## config.mk

```make
export PLATFORM = sky130hd
export DESIGN_NAME = partially_mapped_crossover
export DESIGN_NICKNAME = d
export VERILOG_FILES = /design/src/sv/pmx_pkg.sv /design/src/sv/pmx_front.sv /design/src/sv/pmx_fifo.sv /design/src/sv/pmx_back.sv /design/src/sv/partially_mapped_crossover.sv
export VERILOG_INCLUDE_DIRS = /design/src /design/src/sv
export SDC_FILE = /design/constraint.sdc
export NUM_CORES = 2
export LEC_CHECK = 0
export BUFFER_PORTS_ARGS = -buffer_cell sky130_fd_sc_hd__buf_2
export CAP_MARGIN = 0
export CELL_PAD_IN_SITES_DETAIL_PLACEMENT = 0
export CELL_PAD_IN_SITES_GLOBAL_PLACEMENT = 1
export CORE_AREA = 8 8 546 495
export CTS_CLUSTER_DIAMETER = 60
export CTS_CLUSTER_SIZE = 30
export DETAILED_ROUTE_END_ITERATION = 8
export DIE_AREA = 0 0 554 503
export PLACE_DENSITY = 0.89
export SETUP_SLACK_MARGIN = 0.05
export SLEW_MARGIN = 20
export SYNTH_ARGS = -nofsm -noshare
export SYNTH_HDL_FRONTEND = slang
export SYNTH_HIERARCHICAL = 1
export SYNTH_SLANG_ARGS = --single-unit
export TNS_END_PERCENT = 100
```

## constraint.sdc

```tcl
create_clock -name clk -period 10.7 [get_ports clk]
set_clock_uncertainty 0.2 [all_clocks]
set_input_delay 1.605 -clock clk [delete_from_list [all_inputs] [get_ports clk]]
set_output_delay 1.605 -clock clk [all_outputs]
set_load 0.1 [all_outputs]
```

## src/sv/partially_mapped_crossover_defines.svh

```systemverilog
// ---------------------------------------------------------------------------
// Assertion macros for the partially mapped crossover block
// Shared wrappers for clocked assertions that are disabled during reset.
// ---------------------------------------------------------------------------
`ifndef PARTIALLY_MAPPED_CROSSOVER_DEFINES_SVH
`define PARTIALLY_MAPPED_CROSSOVER_DEFINES_SVH

// The consequent must hold in the same cycle as the antecedent.
`define PMX_ASSERT_SAME(label, ante, cons, msg) \
  label: assert property (@(posedge clk) disable iff (!rst_n) (ante) |-> (cons)) \
    else $error(msg);

// The consequent must hold in the cycle after the antecedent.
`define PMX_ASSERT_NEXT(label, ante, cons, msg) \
  label: assert property (@(posedge clk) disable iff (!rst_n) (ante) |=> (cons)) \
    else $error(msg);

`endif

```

## src/sv/pmx_pkg.sv

```systemverilog
// ---------------------------------------------------------------------------
// pmx_pkg
// Types, constants and state encodings shared by the crossover modules.
// ---------------------------------------------------------------------------
package pmx_pkg;

  localparam int PMX_MAX_JOBS    = 64;
  localparam int PMX_QUEUE_DEPTH = 2;
  localparam int JOB_W           = 7;
  localparam int POS_W           = 7;
  localparam int DRAW_W          = 31;
  localparam int JOB_SPAN        = 2 ** JOB_W;

  typedef logic [JOB_W-1:0] job_t;
  typedef logic [POS_W-1:0] pos_t;

  localparam job_t JOB_COUNT_RESET = job_t'(64);

  typedef struct packed {
    job_t              parent_a_job;
    job_t              parent_b_job;
    logic [DRAW_W-1:0] upper_draw;
    logic [DRAW_W-1:0] lower_draw;
  } pmx_in_t;

  typedef struct packed {
    job_t child_job;
    logic child_last;
  } pmx_out_t;

  typedef struct packed {
    logic we;
    logic bank;
    pos_t pos;
    job_t a_job;
    job_t b_job;
  } pmx_wr_t;

  typedef struct packed {
    logic bank;
    pos_t n;
    pos_t upper;
    pos_t lower;
    pos_t free_places;
  } pmx_desc_t;

  typedef struct packed {
    logic valid;
    logic bank;
  } pmx_done_t;

  typedef enum logic [1:0] {
    F_LOAD,
    F_UPPER,
    F_LOWER,
    F_PUSH
  } front_state_t;

  typedef enum logic [4:0] {
    B_IDLE,
    B_BUILD_RD,
    B_BUILD_WR,
    B_SEG_RD,
    B_SEG_WR,
    B_MAP_RD,
    B_MAP_CHK,
    B_MAP_IDX,
    B_MAP_WALK,
    B_USED_RD,
    B_USED_CHK,
    B_FILL_RD,
    B_FILL_CHK,
    B_SCAN_RD,
    B_SCAN_CHK,
    B_EMIT_RD,
    B_EMIT_OUT
  } back_state_t;

endpackage

```

## src/sv/pmx_front.sv

```systemverilog
// ---------------------------------------------------------------------------
// pmx_front
// Loads parent positions into the current bank and derives the cut points.
// ---------------------------------------------------------------------------
module pmx_front
  import pmx_pkg::*;
#(
  parameter int MAX_JOBS = PMX_MAX_JOBS
) (
  input  logic      clk,
  input  logic      rst_n,
  input  logic      start,
  output logic      busy,
  input  pmx_in_t   in_data,
  input  logic      cfg_valid,
  output logic      cfg_ready,
  input  job_t      cfg_data,
  output pmx_wr_t   wr,
  output logic      push,
  output pmx_desc_t desc,
  input  logic      full,
  input  pmx_done_t done
);

  localparam pos_t MAX_POS = pos_t'(MAX_JOBS);
  localparam pos_t MIN_POS = pos_t'(2);
  localparam int   BIT_W   = $clog2(DRAW_W);
  localparam logic [BIT_W-1:0] LAST_BIT = BIT_W'(DRAW_W - 1);

  front_state_t      state_r, state_nxt;
  job_t              job_count_r;
  pos_t              load_pos_r;
  logic              bank_r;
  logic [1:0]        bank_busy_r, bank_busy_nxt;
  logic [DRAW_W-1:0] dividend_r;
  logic [DRAW_W-1:0] lower_draw_r;
  pos_t              rem_r;
  pos_t              divisor_r;
  logic [BIT_W-1:0]  bit_cnt_r;
  pos_t              n_r;
  pos_t              upper_r;
  pos_t              lower_r;
  pos_t              free_r;

  pos_t             n_eff;
  pos_t             next_pos;
  logic             is_final;
  logic             accept;
  logic [POS_W:0]   trial;
  logic [POS_W:0]   rem_wide;
  pos_t             rem_step;
  pos_t             rem_plus;
  pos_t             upper_fin;
  pos_t             lower_fin;
  pos_t             free_fin;

  always_comb begin
    if (job_count_r < MIN_POS) begin
      n_eff = MIN_POS;
    end else if (job_count_r > MAX_POS) begin
      n_eff = MAX_POS;
    end else begin
      n_eff = job_count_r;
    end
    next_pos = (load_pos_r >= MAX_POS) ? MAX_POS : load_pos_r + pos_t'(1);
    is_final = (next_pos >= n_eff);
    accept   = start && !busy;
  end

  // One bit of restoring remainder per cycle.
  always_comb begin
    trial = {rem_r, dividend_r[DRAW_W-1]};
    if (trial >= {1'b0, divisor_r}) begin
      rem_wide = trial - {1'b0, divisor_r};
    end else begin
      rem_wide = trial;
    end
    rem_step  = rem_wide[POS_W-1:0];
    rem_plus  = rem_step + pos_t'(1);
    upper_fin = upper_r;
    lower_fin = rem_plus;
    if (rem_plus == upper_r) begin
      if (upper_r < n_r) begin
        upper_fin = upper_r + pos_t'(1);
      end else begin
        lower_fin = rem_plus - pos_t'(1);
      end
    end
    free_fin = lower_fin + (n_r - upper_fin);
  end

  always_comb begin
    state_nxt = state_r;
    unique case (state_r)
      F_LOAD: begin
        if (accept && is_final) begin
          state_nxt = F_UPPER;
        end
      end
      F_UPPER: begin
        if (bit_cnt_r == '0) begin
          state_nxt = F_LOWER;
        end
      end
      F_LOWER: begin
        if (bit_cnt_r == '0) begin
          state_nxt = F_PUSH;
        end
      end
      F_PUSH: begin
        if (!full) begin
          state_nxt = F_LOAD;
        end
      end
    endcase
  end

  always_comb begin
    busy      = (state_r != F_LOAD) || bank_busy_r[bank_r] || full;
    push      = (state_r == F_PUSH) && !full;
    cfg_ready = 1'b1;
    wr        = '{we: accept, bank: bank_r, pos: next_pos,
                  a_job: in_data.parent_a_job, b_job: in_data.parent_b_job};
    desc      = '{bank: bank_r, n: n_r, upper: upper_r, lower: lower_r,
                  free_places: free_r};
    bank_busy_nxt = bank_busy_r;
    if (push) begin
      bank_busy_nxt[bank_r] = 1'b1;
    end
    if (done.valid) begin
      bank_busy_nxt[done.bank] = 1'b0;
    end
  end

  always_ff @(posedge clk) begin
    if (!rst_n) begin
      state_r     <= F_LOAD;
      job_count_r <= JOB_COUNT_RESET;
      load_pos_r  <= '0;
      bank_r      <= 1'b0;
      bank_busy_r <= '0;
    end else begin
      state_r     <= state_nxt;
      bank_busy_r <= bank_busy_nxt;
      if (cfg_valid && cfg_ready) begin
        job_count_r <= cfg_data;
      end
      if (accept) begin
        load_pos_r <= is_final ? '0 : next_pos;
      end
      if (push) begin
        bank_r <= ~bank_r;
      end
    end
  end

  always_ff @(posedge clk) begin
    unique case (state_r)
      F_LOAD: begin
        if (accept && is_final) begin
          dividend_r   <= in_data.upper_draw;
          lower_draw_r <= in_data.lower_draw;
          rem_r        <= '0;
          bit_cnt_r    <= LAST_BIT;
          divisor_r    <= n_eff;
          n_r          <= n_eff;
        end
      end
      F_UPPER: begin
        if (bit_cnt_r == '0) begin
          upper_r    <= rem_plus;
          divisor_r  <= rem_plus;
          dividend_r <= lower_draw_r;
          rem_r      <= '0;
          bit_cnt_r  <= LAST_BIT;
        end else begin
          dividend_r <= dividend_r << 1;
          rem_r      <= rem_step;
          bit_cnt_r  <= bit_cnt_r - BIT_W'(1);
        end
      end
      F_LOWER: begin
        dividend_r <= dividend_r << 1;
        rem_r      <= rem_step;
        bit_cnt_r  <= bit_cnt_r - BIT_W'(1);
        if (bit_cnt_r == '0) begin
          upper_r <= upper_fin;
          lower_r <= lower_fin;
          free_r  <= free_fin;
        end
      end
      F_PUSH: begin
      end
    endcase
  end

endmodule

```

## src/sv/pmx_fifo.sv

```systemverilog
// ---------------------------------------------------------------------------
// pmx_fifo
// Short queue of crossover run requests between the front and the back.
// ---------------------------------------------------------------------------
module pmx_fifo
  import pmx_pkg::*;
#(
  parameter int DEPTH = PMX_QUEUE_DEPTH
) (
  input  logic      clk,
  input  logic      rst_n,
  input  logic      push,
  input  pmx_desc_t push_data,
  input  logic      pop,
  output pmx_desc_t pop_data,
  output logic      full,
  output logic      empty
);

  localparam int PTR_W = (DEPTH > 1) ? $clog2(DEPTH) : 1;
  localparam int CNT_W = $clog2(DEPTH + 1);
  localparam logic [PTR_W-1:0] LAST_PTR = PTR_W'(DEPTH - 1);

  pmx_desc_t        entry_r [DEPTH];
  logic [PTR_W-1:0] wr_ptr_r;
  logic [PTR_W-1:0] rd_ptr_r;
  logic [CNT_W-1:0] count_r;

  always_comb begin
    full     = (count_r == CNT_W'(DEPTH));
    empty    = (count_r == '0);
    pop_data = entry_r[rd_ptr_r];
  end

  always_ff @(posedge clk) begin
    if (!rst_n) begin
      wr_ptr_r <= '0;
      rd_ptr_r <= '0;
      count_r  <= '0;
    end else begin
      if (push) begin
        wr_ptr_r <= (wr_ptr_r == LAST_PTR) ? '0 : wr_ptr_r + PTR_W'(1);
      end
      if (pop) begin
        rd_ptr_r <= (rd_ptr_r == LAST_PTR) ? '0 : rd_ptr_r + PTR_W'(1);
      end
      if (push && !pop) begin
        count_r <= count_r + CNT_W'(1);
      end else if (pop && !push) begin
        count_r <= count_r - CNT_W'(1);
      end
    end
  end

  always_ff @(posedge clk) begin
    if (push) begin
      entry_r[wr_ptr_r] <= push_data;
    end
  end

endmodule

```

## src/sv/pmx_back.sv

```systemverilog
// ---------------------------------------------------------------------------
// pmx_back
// Holds the parent banks and runs one crossover request step by step.
// ---------------------------------------------------------------------------
module pmx_back
  import pmx_pkg::*;
#(
  parameter int MAX_JOBS = PMX_MAX_JOBS
) (
  input  logic      clk,
  input  logic      rst_n,
  input  pmx_wr_t   wr,
  input  pmx_desc_t desc_in,
  input  logic      empty,
  output logic      pop,
  output logic      out_valid,
  output pmx_out_t  out_data,
  output pmx_done_t done
);

  localparam int IDX_W = (MAX_JOBS > 1) ? $clog2(MAX_JOBS) : 1;

  function automatic logic [IDX_W-1:0] pos_idx(input pos_t p);
    pos_t q;
    q = p - pos_t'(1);
    return q[IDX_W-1:0];
  endfunction

  job_t pa_mem    [2][MAX_JOBS];
  job_t pb_mem    [2][MAX_JOBS];
  pos_t pib_mem   [JOB_SPAN];
  job_t child_mem [MAX_JOBS];

  logic [JOB_SPAN-1:0] pib_vld_r;
  logic [JOB_SPAN-1:0] seg_r;
  logic [JOB_SPAN-1:0] used_r;
  logic [MAX_JOBS-1:0] child_vld_r;

  back_state_t state_r, state_nxt;
  pmx_desc_t   desc_r;
  pos_t        i_r;
  pos_t        k_r;
  pos_t        steps_r;
  job_t        bjob_r;
  job_t        pa_q_r;
  job_t        pb_q_r;
  pos_t        pib_q_r;
  logic        pib_vq_r;
  job_t        child_q_r;
  logic        child_vq_r;

  pos_t pa_rpos;
  pos_t pb_rpos;
  job_t pib_raddr;
  pos_t child_rpos;
  logic pib_we;
  job_t pib_waddr;
  pos_t pib_wdata;
  logic child_we;
  pos_t child_wpos;
  job_t child_wdata;
  logic seg_we;
  job_t seg_addr;
  logic used_we;
  job_t used_addr;
  logic run_clear;

  pos_t pib_val;
  job_t child_val;
  logic walk;
  logic i_at_n;
  logic i_at_up;
  logic need_fill;

  always_comb begin
    pib_val   = pib_vq_r ? pib_q_r : '0;
    child_val = child_vq_r ? child_q_r : '0;
    walk      = (pib_val >= desc_r.lower) && (pib_val <= desc_r.upper) &&
                (steps_r < desc_r.free_places);
    i_at_n    = (i_r == desc_r.n);
    i_at_up   = (i_r == desc_r.upper);
    need_fill = pib_vld_r[pb_q_r] && !used_r[pb_q_r];
  end

  always_comb begin
    state_nxt = state_r;
    unique case (state_r)
      B_IDLE:     if (!empty) state_nxt = B_BUILD_RD;
      B_BUILD_RD: state_nxt = B_BUILD_WR;
      B_BUILD_WR: state_nxt = i_at_n ? B_SEG_RD : B_BUILD_RD;
      B_SEG_RD:   state_nxt = B_SEG_WR;
      B_SEG_WR:   state_nxt = i_at_up ? B_MAP_RD : B_SEG_RD;
      B_MAP_RD:   state_nxt = B_MAP_CHK;
      B_MAP_CHK: begin
        if (seg_r[pb_q_r]) begin
          state_nxt = i_at_up ? B_USED_RD : B_MAP_RD;
        end else begin
          state_nxt = B_MAP_IDX;
        end
      end
      B_MAP_IDX: begin
        if (walk) begin
          state_nxt = B_MAP_WALK;
        end else begin
          state_nxt = i_at_up ? B_USED_RD : B_MAP_RD;
        end
      end
      B_MAP_WALK: state_nxt = B_MAP_IDX;
      B_USED_RD:  state_nxt = B_USED_CHK;
      B_USED_CHK: state_nxt = i_at_n ? B_FILL_RD : B_USED_RD;
      B_FILL_RD:  state_nxt = B_FILL_CHK;
      B_FILL_CHK: begin
        if (need_fill) begin
          state_nxt = B_SCAN_RD;
        end else begin
          state_nxt = i_at_n ? B_EMIT_RD : B_FILL_RD;
        end
      end
      B_SCAN_RD: begin
        if (k_r > desc_r.n) begin
          state_nxt = i_at_n ? B_EMIT_RD : B_FILL_RD;
        end else begin
          state_nxt = B_SCAN_CHK;
        end
      end
      B_SCAN_CHK: begin
        if (child_val != '0) begin
          state_nxt = B_SCAN_RD;
        end else begin
          state_nxt = i_at_n ? B_EMIT_RD : B_FILL_RD;
        end
      end
      B_EMIT_RD:  state_nxt = B_EMIT_OUT;
      B_EMIT_OUT: state_nxt = i_at_n ? B_IDLE : B_EMIT_RD;
      default:    state_nxt = B_IDLE;
    endcase
  end

  always_comb begin
    pa_rpos     = i_r;
    pb_rpos     = i_r;
    pib_raddr   = pa_q_r;
    child_rpos  = i_r;
    pib_we      = 1'b0;
    pib_waddr   = pb_q_r;
    pib_wdata   = i_r;
    child_we    = 1'b0;
    child_wpos  = i_r;
    child_wdata = pa_q_r;
    seg_we      = 1'b0;
    seg_addr    = pa_q_r;
    used_we     = 1'b0;
    used_addr   = child_val;
    pop         = 1'b0;
    run_clear   = 1'b0;
    out_valid   = 1'b0;
    out_data    = '{child_job: child_val, child_last: i_at_n};
    done        = '{valid: 1'b0, bank: desc_r.bank};
    unique case (state_r)
      B_IDLE: begin
        pop       = !empty;
        run_clear = !empty;
      end
      B_BUILD_WR: begin
        pib_we = 1'b1;
      end
      B_SEG_WR: begin
        child_we = 1'b1;
        seg_we   = 1'b1;
      end
      B_MAP_IDX: begin
        if (walk) begin
          pa_rpos = pib_val;
        end else if (pib_val != '0) begin
          child_we    = 1'b1;
          child_wpos  = pib_val;
          child_wdata = bjob_r;
        end
      end
      B_USED_CHK: begin
        used_we = (child_val != '0);
      end
      B_SCAN_RD: begin
        child_rpos = k_r;
      end
      B_SCAN_CHK: begin
        if (child_val == '0) begin
          child_we    = 1'b1;
          child_wpos  = k_r;
          child_wdata = bjob_r;
        end
      end
      B_EMIT_OUT: begin
        out_valid  = 1'b1;
        done.valid = i_at_n;
      end
      default: begin
      end
    endcase
  end

  always_ff @(posedge clk) begin
    if (!rst_n) begin
      state_r <= B_IDLE;
    end else begin
      state_r <= state_nxt;
    end
  end

  always_ff @(posedge clk) begin
    if (!rst_n || run_clear) begin
      pib_vld_r   <= '0;
      seg_r       <= '0;
      used_r      <= '0;
      child_vld_r <= '0;
    end else begin
      if (pib_we) begin
        pib_vld_r[pib_waddr] <= 1'b1;
      end
      if (seg_we) begin
        seg_r[seg_addr] <= 1'b1;
      end
      if (used_we) begin
        used_r[used_addr] <= 1'b1;
      end
      if (child_we) begin
        child_vld_r[pos_idx(child_wpos)] <= 1'b1;
      end
    end
  end

  always_ff @(posedge clk) begin
    unique case (state_r)
      B_IDLE: begin
        if (!empty) begin
          desc_r <= desc_in;
          i_r    <= pos_t'(1);
        end
      end
      B_BUILD_WR: i_r <= i_at_n ? desc_r.lower : i_r + pos_t'(1);
      B_SEG_WR:   i_r <= i_at_up ? desc_r.lower : i_r + pos_t'(1);
      B_MAP_CHK: begin
        if (seg_r[pb_q_r]) begin
          i_r <= i_at_up ? pos_t'(1) : i_r + pos_t'(1);
        end else begin
          bjob_r  <= pb_q_r;
          steps_r <= '0;
        end
      end
      B_MAP_IDX: begin
        if (walk) begin
          steps_r <= steps_r + pos_t'(1);
        end else begin
          i_r <= i_at_up ? pos_t'(1) : i_r + pos_t'(1);
        end
      end
      B_USED_CHK: begin
        i_r <= i_at_n ? pos_t'(1) : i_r + pos_t'(1);
        k_r <= pos_t'(1);
      end
      B_FILL_CHK: begin
        bjob_r <= pb_q_r;
        if (!need_fill) begin
          i_r <= i_at_n ? pos_t'(1) : i_r + pos_t'(1);
        end
      end
      B_SCAN_RD: begin
        if (k_r > desc_r.n) begin
          i_r <= i_at_n ? pos_t'(1) : i_r + pos_t'(1);
        end
      end
      B_SCAN_CHK: begin
        if (child_val != '0) begin
          k_r <= k_r + pos_t'(1);
        end else begin
          i_r <= i_at_n ? pos_t'(1) : i_r + pos_t'(1);
        end
      end
      B_EMIT_OUT: i_r <= i_r + pos_t'(1);
      default: begin
      end
    endcase
  end

  always_ff @(posedge clk) begin
    if (wr.we) begin
      pa_mem[wr.bank][pos_idx(wr.pos)] <= wr.a_job;
      pb_mem[wr.bank][pos_idx(wr.pos)] <= wr.b_job;
    end
    pa_q_r <= pa_mem[desc_r.bank][pos_idx(pa_rpos)];
    pb_q_r <= pb_mem[desc_r.bank][pos_idx(pb_rpos)];
  end

  always_ff @(posedge clk) begin
    if (pib_we) begin
      pib_mem[pib_waddr] <= pib_wdata;
    end
    pib_q_r  <= pib_mem[pib_raddr];
    pib_vq_r <= pib_vld_r[pib_raddr];
  end

  always_ff @(posedge clk) begin
    if (child_we) begin
      child_mem[pos_idx(child_wpos)] <= child_wdata;
    end
    child_q_r  <= child_mem[pos_idx(child_rpos)];
    child_vq_r <= child_vld_r[pos_idx(child_rpos)];
  end

endmodule

```

## src/sv/partially_mapped_crossover.sv

```systemverilog
// ---------------------------------------------------------------------------
// partially_mapped_crossover
// Partially mapped crossover of two job permutations, one position per request.
// ---------------------------------------------------------------------------
// Each request loads one position of both parents; start is taken whenever
// busy is low. The request that fills the final position also supplies the
// two draws, and the front then runs two bit-serial remainders to find the
// cut points before handing the run to the back through a two-entry queue.
// The parents live in two banks, so the next pair can be loaded while the
// back works on the previous one; busy rises only while the cut points are
// computed and handed on, or while both banks are still in use. The back
// runs through single-port memory steps in this order: building the position
// index, copying the segment, walking the mapping chains, marking used jobs,
// filling the free places and emitting. Results come out as one-cycle strobes
// on out_valid, child_last marks the final one, and the receiver cannot stall
// them. No clearing pass follows reset.
// ---------------------------------------------------------------------------
`include "partially_mapped_crossover_defines.svh"

module partially_mapped_crossover
  import pmx_pkg::*;
#(
  parameter int MAX_JOBS    = PMX_MAX_JOBS,
  parameter int QUEUE_DEPTH = PMX_QUEUE_DEPTH
) (
  input  logic     clk,
  input  logic     rst_n,
  input  logic     start,
  output logic     busy,
  input  pmx_in_t  in_data,
  input  logic     cfg_valid,
  output logic     cfg_ready,
  input  job_t     cfg_data,
  output logic     out_valid,
  output pmx_out_t out_data
);

  pmx_wr_t   wr;
  pmx_desc_t push_desc;
  pmx_desc_t pop_desc;
  pmx_done_t done;
  logic      push;
  logic      pop;
  logic      full;
  logic      empty;

  pmx_front #(
    .MAX_JOBS (MAX_JOBS)
  ) u_front (
    .clk       (clk),
    .rst_n     (rst_n),
    .start     (start),
    .busy      (busy),
    .in_data   (in_data),
    .cfg_valid (cfg_valid),
    .cfg_ready (cfg_ready),
    .cfg_data  (cfg_data),
    .wr        (wr),
    .push      (push),
    .desc      (push_desc),
    .full      (full),
    .done      (done)
  );

  pmx_fifo #(
    .DEPTH (QUEUE_DEPTH)
  ) u_fifo (
    .clk       (clk),
    .rst_n     (rst_n),
    .push      (push),
    .push_data (push_desc),
    .pop       (pop),
    .pop_data  (pop_desc),
    .full      (full),
    .empty     (empty)
  );

  pmx_back #(
    .MAX_JOBS (MAX_JOBS)
  ) u_back (
    .clk       (clk),
    .rst_n     (rst_n),
    .wr        (wr),
    .desc_in   (pop_desc),
    .empty     (empty),
    .pop       (pop),
    .out_valid (out_valid),
    .out_data  (out_data),
    .done      (done)
  );

  `PMX_ASSERT_SAME(a_push_not_full, push, !full, "run request pushed into a full queue")
  `PMX_ASSERT_SAME(a_pop_not_empty, pop, !empty, "run request popped from an empty queue")
  `PMX_ASSERT_SAME(a_last_ends_run, out_valid && out_data.child_last, done.valid, "last result without run completion")
  `PMX_ASSERT_NEXT(a_idle_after_run, done.valid, !out_valid, "result emitted right after run completion")

endmodule

```

==> Yosys cells after proc, flatten, opt, wreduce, memory -nomap -nowiden <==
Memory sizes are Yosys's and may differ from the RTL's. A register that Yosys moved wholly into a read port is not among the register bits.
Index checks and enable logic that the tools add are counted.
{ "word_totals": {"ramBits": 3194, "wordCells": 310, "reg_bits": 629, "latchBits": 0, "mem_count": 5, "romBits": 0} }
{ "mem_list": {"columns": ["memory", "words", "word_bits", "read_ports", "rd_clocked_by_memory_dff", "write_ports", "line", "text"], "rows": [
  ["u_back.pa_mem", 2, 448, 1, 0, 1, "pmx_back.sv:29", "job_t pa_mem [2][MAX_JOBS];"],
  ["u_back.pb_mem", 2, 448, 1, 0, 1, "pmx_back.sv:30", "job_t pb_mem [2][MAX_JOBS];"],
  ["u_back.pib_mem", 128, 7, 1, 1, 1, "pmx_back.sv:31", "pos_t pib_mem [JOB_SPAN];"],
  ["u_back.child_mem", 64, 7, 1, 1, 1, "pmx_back.sv:32", "job_t child_mem [MAX_JOBS];"],
  ["u_fifo.entry_r", 2, 29, 1, 1, 1, "pmx_fifo.sv:24", "pmx_desc_t entry_r [DEPTH];"]
]} }
{ "op_classes": {"mul": 0, "shifts": 0, "n_addsub": 20, "eq_ne": 36, "n_div": 0, "n_reduce_logical": 52, "bitwise_logic": 12, "order_cmp": 27, "muxes": 128} }
{ "op_table": {"columns": ["op", "count"], "rows": [
  ["$mux W448", 1],
  ["$or A128 B128 Y128", 3],
  ["$mux W7", 38],
  ["$pmux W31 S3", 1],
  ["$pmux W5 S17", 1],
  ["$bmux W7 S6", 2],
  ["$pmux W7 S2", 6],
  ["$pmux W7 S10", 1],
  ["$or A64 B64 Y64", 1],
  ["$mux W31", 2],
  ["$add A7 B1 Y7 const B", 6],
  ["$demux W7 S6", 1],
  ["$eq A5 B4 Y1 const B", 8],
  ["$mux W5", 8],
  ["$mux W6", 6],
  ["$mux W1", 31],
  ["$sub A6 B1 Y6 const B", 5],
  ["$bmux W1 S7", 4],
  ["$ge A7 B7 Y1 const B", 4],
  ["$lt A7 B8 Y1 const B", 3],
  ["$demux W1 S7", 3],
  ["$eq A7 B7 Y1", 3],
  ["$ge A7 B1 Y1 const B", 3],
  ["$not A6 Y7", 3],
  ["56 further kinds", 131]
]} }

==> Longest topological paths before layout <==
{ "logic_depth": {"ltp_word": 12, "mapped_depth": 31} }

==> Modules after synthesis <==
The synthesis kept the hierarchy.
{ "by_module_without_submodules": {"columns": ["module", "cells_per_inst", "seq_area_each_um2", "instances", "area_each_um2"], "rows": [
  ["pmx_back", 8319, 105571.3, 1, 143462.6],
  ["pmx_front", 646, 3653.5, 1, 7338.3],
  ["pmx_fifo", 112, 1841.8, 1, 2308.5]
]} }

==> Least setup slack after synthesis <==
OpenSTA, ideal clock, no wires.
{ "synth_path": {"path_kind": "register to register", "from": "reg u_front.dividend_r[30]", "to": "reg u_front.free_r[6], data pin", "path_stages_with_launch": 28, "period_less_slack_ps": 6268, "slack_ps": 4432, "arrival_ps": 5806, "required_time_ps": 10238, "cell_sequence": "edfxtp_1 inv_1 ha_1 inv_1 fa_1 nand3_1 a31o_2 a21boi_0 or2_2 clkbuf_1 inv_1 ha_1 nand3_1 or4_4 a21oi_4 xnor3_2 a211oi_2 mux2_2 fa_1 fa_1 inv_1 a21oi_1 o21bai_1 a21o_1 a21oi_1 xnor2_1 xnor2_1 xnor2_1"} }
{ "synth_via": {"elab_chain_len": 7} }
{ "synth_rtl": {"columns": ["element", "line", "text"], "rows": [
  ["start, declared", "pmx_front.sv:35", "logic [DRAW_W-1:0] dividend_r;"],
  ["start signal, assigned", "pmx_front.sv:161", "dividend_r <= in_data.upper_draw;"],
  ["start signal, assigned", "pmx_front.sv:173", "dividend_r <= lower_draw_r;"],
  ["start signal, assigned", "pmx_front.sv:177", "dividend_r <= dividend_r << 1;"],
  ["$sub A7 B7 Y7 / $ge A8 B7 Y1 (equally long branches)", "pmx_front.sv:74, pmx_front.sv:73", null],
  ["$mux W7 (*)", "pmx_front.sv:73", "if (trial >= {1'b0, divisor_r}) begin"],
  ["$add A7 B1 Y7 (*)", "pmx_front.sv:79", "rem_plus = rem_step + pos_t'(1);"],
  ["$eq A7 B7 Y1 / $sub A7 B1 Y7 (equally long branches)", "pmx_front.sv:82, pmx_front.sv:86", null],
  ["$mux W7, on equally long branches", "pmx_front.sv:82, pmx_front.sv:83", null],
  ["$sub A7 B7 Y7 / $mux W7 (equally long branches)", "pmx_front.sv:89, pmx_front.sv:82", null],
  ["$add A7 B7 Y7 (*)", "pmx_front.sv:89", "free_fin = lower_fin + (n_r - upper_fin);"],
  ["net u_front.free_fin[6]", "pmx_front.sv:55", "pos_t free_fin;"],
  ["end signal, assigned", "pmx_front.sv:189", "free_r <= free_fin;"],
  ["end, declared", "pmx_front.sv:43", "pos_t free_r;"]
]} }
Mark *: on every way through the listed nets, which the timed path passes. The rest lies on a longest branch.
A chain may end at the register's enable or synchronous reset.

==> Worst setup path in the final report <==
{ "layout_path": {"from": "reg u_back.pib_vq_r", "to": "reg u_back.pa_q_r[5]"} }
{ "layout_via": {"elab_chain_len": 11} }
{ "layout_rtl": {"columns": ["element", "line", "text"], "rows": [
  ["start, declared", "pmx_back.sv:48", "logic pib_vq_r;"],
  ["start signal, assigned", "pmx_back.sv:299", "pib_vq_r <= pib_vld_r[pib_raddr];"],
  ["$mux W7 (*)", "pmx_back.sv:76", "pib_val = pib_vq_r ? pib_q_r : '0;"],
  ["$ge A7 B7 Y1 / $le A7 B7 Y1 (equally long branches)", "pmx_back.sv:78", "walk = (pib_val >= desc_r.lower) && (pib_val <= desc_r.upper) &&"],
  ["$logic_and A1 B1 Y1 (2 in a row)", "pmx_back.sv:78", null],
  ["$mux W6 (*)", "pmx_back.sv:172", "if (walk) begin"],
  ["$mux W6 (*)", "pmx_back.sv:159", "unique case (state_r)"],
  ["$sub A6 B1 Y6 (*)", "pmx_back.sv:25", "q = p - pos_t'(1);"],
  ["$not A6 Y7 (not written as such) (*)", "pmx_back.sv:290", "pa_q_r <= pa_mem[desc_r.bank][pos_idx(pa_rpos)];"],
  ["$bmux W7 S6 (*)", "pmx_back.sv:290", null],
  ["$mux W7 (not written as such) (*) (2 in a row)", "pmx_back.sv:290", null],
  ["end signal, assigned", "pmx_back.sv:290", null],
  ["end, declared", "pmx_back.sv:45", "job_t pa_q_r;"]
]} }
Every way passes the cells marked *; elsewhere a longest branch is shown, timed or not. The select of a mux whose other input is x is not followed.

==> metrics.txt <==
outcome complete, no violations; # fillers 17400; post-detail-place hpwl roughly 240000 um; hold path startpoint u_front/lower_r[2]$_DFFE_PP_; Netlist cell types between 100 and 150; Synth top area share 0.659; via count of the routed design 87600; max_slew headroom 0.133; Initial Utilization 0.589; share of layout cells above drive strength 1 0.173; worst-margin pin slew 1.30 ns; worst-path maximum fanout between 70 and 80; NumNets Final 9135; cell taking the most area after synthesis edfxtp_1; maximum clock insertion buffer count 4; first-pass GRT wire length between 500000 and 600000 um; Core ar. 260000 sq um; Leak 51.5 nW; initial antenna violation count 19; CTS Hold Buffers Added 0; final non-filler cell total ~13000; Post-synth EDFFs between 3000 and 4000; Clock Sinks 3868; Clock Power Share 0.231; grt peak-use layer met2; cell count after synthesis 9077; Synth Cell Area roughly 150000 sq um; sequential area share after synthesis 0.725; final setup violating endpoints 0; Post-synth ARST share 0; crit-path cells inv_1 -> nor2_1 -> ha_1 -> nor3b_1 -> or3_4 -> o211a_4 -> nor4_4 -> or2_2 -> inv_2 -> ha_4 -> buf_12 -> mux4_2 -> and3_1 -> a211oi_1 -> a211oi_1 -> nor4_1 -> mux2i_1; Slew Viols, Final 0; pwr/cell area approximately 230 nW/um^2; FMAX around 110 MHz; CTS HTree Levels 4; HP Class register to register; Syn-to-layout area delta 7.30%; post-route ant nets 0; slowest CP cell ha_4; worst stage delay on the critical path 1.21 ns; DRT Wirelength a little under 400000 um; clock latency on the worst-skew pair ~0.9 ns; final hold violation count 0; dominant synthesized flop cell edfxtp_1; TritonCTS Buffers 190; post-DR vias/cell between 6 and 7; TritonRoute pass-1 iters 8; grt ovf 0; cell count after placement between 10000 and 15000; met3 usage 0.0573; RSZ-0062 raised after global routing false; CTS resizes 0; postcts setup bufs 0; NetSw approximately 13 mW; Max IR drop VDD ~250 uV; row count ~180; worst endpoint required time roughly 11 ns; grt met2 use 0.439; Residual DRC 0; area of the die between 200000 and 300000 sq um; vias in the first global route roughly 85000; Final TNS setup 0 ns; Syn Nets between 9000 and 10000; Comb pwr share 0.299; switching share of power 0.339; routed length per instance 31.6 um; Synth Register Bits roughly 3900; Root Buffer clkbuf_16; die height slightly above 500 um; CTS tree built; Tcrit/Tclk final 0.813; syn_area_per_cell 16.9 sq um; I/O Pins just under 100; most frequent cell after synthesis edfxtp_1; CP Launch Point u_back/pib_vq_r$_DFF_P_; Port Buffer Count 96; CTS clk-pin slew, worst paths around 0.10 ns; global placer's final weighted congestion 0.892; register share of total power 0.470; Ys Warns 6; Post-synth top cells 3360 x edfxtp_1, 910 x nor2_1, 671 x mux4_2; Tmin final between 8 and 9 ns; drt initial violations about 14000; largest net degree at the start of global routing around 190; worst reg2reg path startpoint u_back/pib_vq_r$_DFF_P_; routing usage on met1 0.376; Arr. time, crit path 9.25 ns; synth top area cells edfxtp_1 66%, mux4_2 9.9%, dfxtp_1 6.6%; GRT Overall Usage 0.276; P_int about 25 mW; most frequent CP cell a211oi_1; Maximum Capacitance Violations 0; Setup crit start kind register; kind of critical path register to register; critical path endpoint category register; die extent in x between 500 and 600 um
[final cells by class]
type / count / area (sq um) / share of cell area
Sequential cell: 3868 / 111000 / 0.676
Multi-Input combinational cell: 4407 / 39500 / 0.241
Clock buffer: 213 / 4970 / 0.0302
Tap cell: 3420 / 4280 / 0.0260
Timing Repair Buffer: 273 / 2080 / 0.0127
Clock inverter: 118 / 1460 / 0.00889
Inverter: 236 / 886 / 0.00539
Antenna cell: 8 / 20.0 / 0.000122
[path summary, 6_finish.rpt]
path	depth (start not counted)	endpoint	slack, ns
worst min-delay path	0	u_fifo/entry_r[0][9]$_DFFE_PP_	0.25
worst max-delay path	17	u_back/pa_q_r[5]$_DFF_P_	2.00
worst min register to register	0	u_fifo/entry_r[0][9]$_DFFE_PP_	0.25
worst max register to register	17	u_back/pa_q_r[5]$_DFF_P_	2.00
[power groups by stage]
stage | Combinational [mW] | Sequential (mW) | Clock [mW]
2_1_floorplan | 6.91 | 17.9 | 0
3_3_place_gp | 10.7 | 17.9 | 0
3_5_place_dp | 10.9 | 17.9 | 0
4_1_cts | 11.0 | 17.6 | 8.75
5_1_grt | 11.6 | 17.6 | 9.25
6_report | 11.2 | 17.6 | 8.67
[routing by layer]
layer	vias to the layer above	wire length (um)	part of all wire
met5	-	116	0.00029
met4	18	19400	0.049
met3	1012	46000	0.12
met2	6144	185000	0.47
met1	44600	145000	0.37
li1	35900	-	-
[cells in the final DEF, fill, tap and decap left out, drive strengths merged, types with 134 or more instances in the layout]
cell type,instances
nand2,222
inv,285
nor2,912
mux4,671
dfxtp,508
a22oi,385
clkbuf,213
edfxtp,3360
a221oi,179
mux2i,134
a21oi,507
buf,273
[critical path, delay by kind of cell (launching register included)]
family,cells,cell delay (ns)
and+or+nand+nor,7,3.49
adders and majority gates,2,1.55
buffers and inverters,3,1.25
DFF,1,0.75
AOI/OAI and AO/OA,3,0.68
muxes,2,0.53
[metrics by stage]
step           cell area, sq um   util  power [mW]  hold WS, ns  worst slack, ns
2_1_floorplan            153000      -        24.8        0.206             4.43
3_3_place_gp             158000  0.606        28.6        0.225             2.41
3_5_place_dp             158000  0.606        28.8        0.233             2.24
4_1_cts                  164000  0.631        37.3        0.241             2.24
5_1_grt                  164000  0.632        38.5        0.261             1.76
6_report                 164000  0.632        37.5        0.248             2.00
[sequential cells by signal (all words and copies together) (netlist names), 64 cells and up, named ones only]
| register | cells |
|---|---|
| u_back/pa_mem | 896 |
| u_back/pb_mem | 896 |
| u_back/pib_mem | 896 |
| u_back/child_mem | 448 |
| u_back/pib_vld_r | 128 |
| u_back/seg_r | 128 |
| u_back/used_r | 128 |
| u_back/child_vld_r | 64 |
[kinds of logic (layout without fill, tap and decap cells)]
logic type	Yosys count	in the layout	synth area share
other	1	9	0.0000245
XOR/XNOR	93	93	0.00570
flip-flops	3868	3868	0.725
AND/OR/NAND/NOR	1602	1602	0.0474
AO/OA/AOI/OAI	1737	1737	0.0796
buffers and inverters	802	840	0.0211
multiplexers	901	901	0.115
adder cells (fa/ha/maj)	73	73	0.00629
Power figures use the tool's default switching activity.
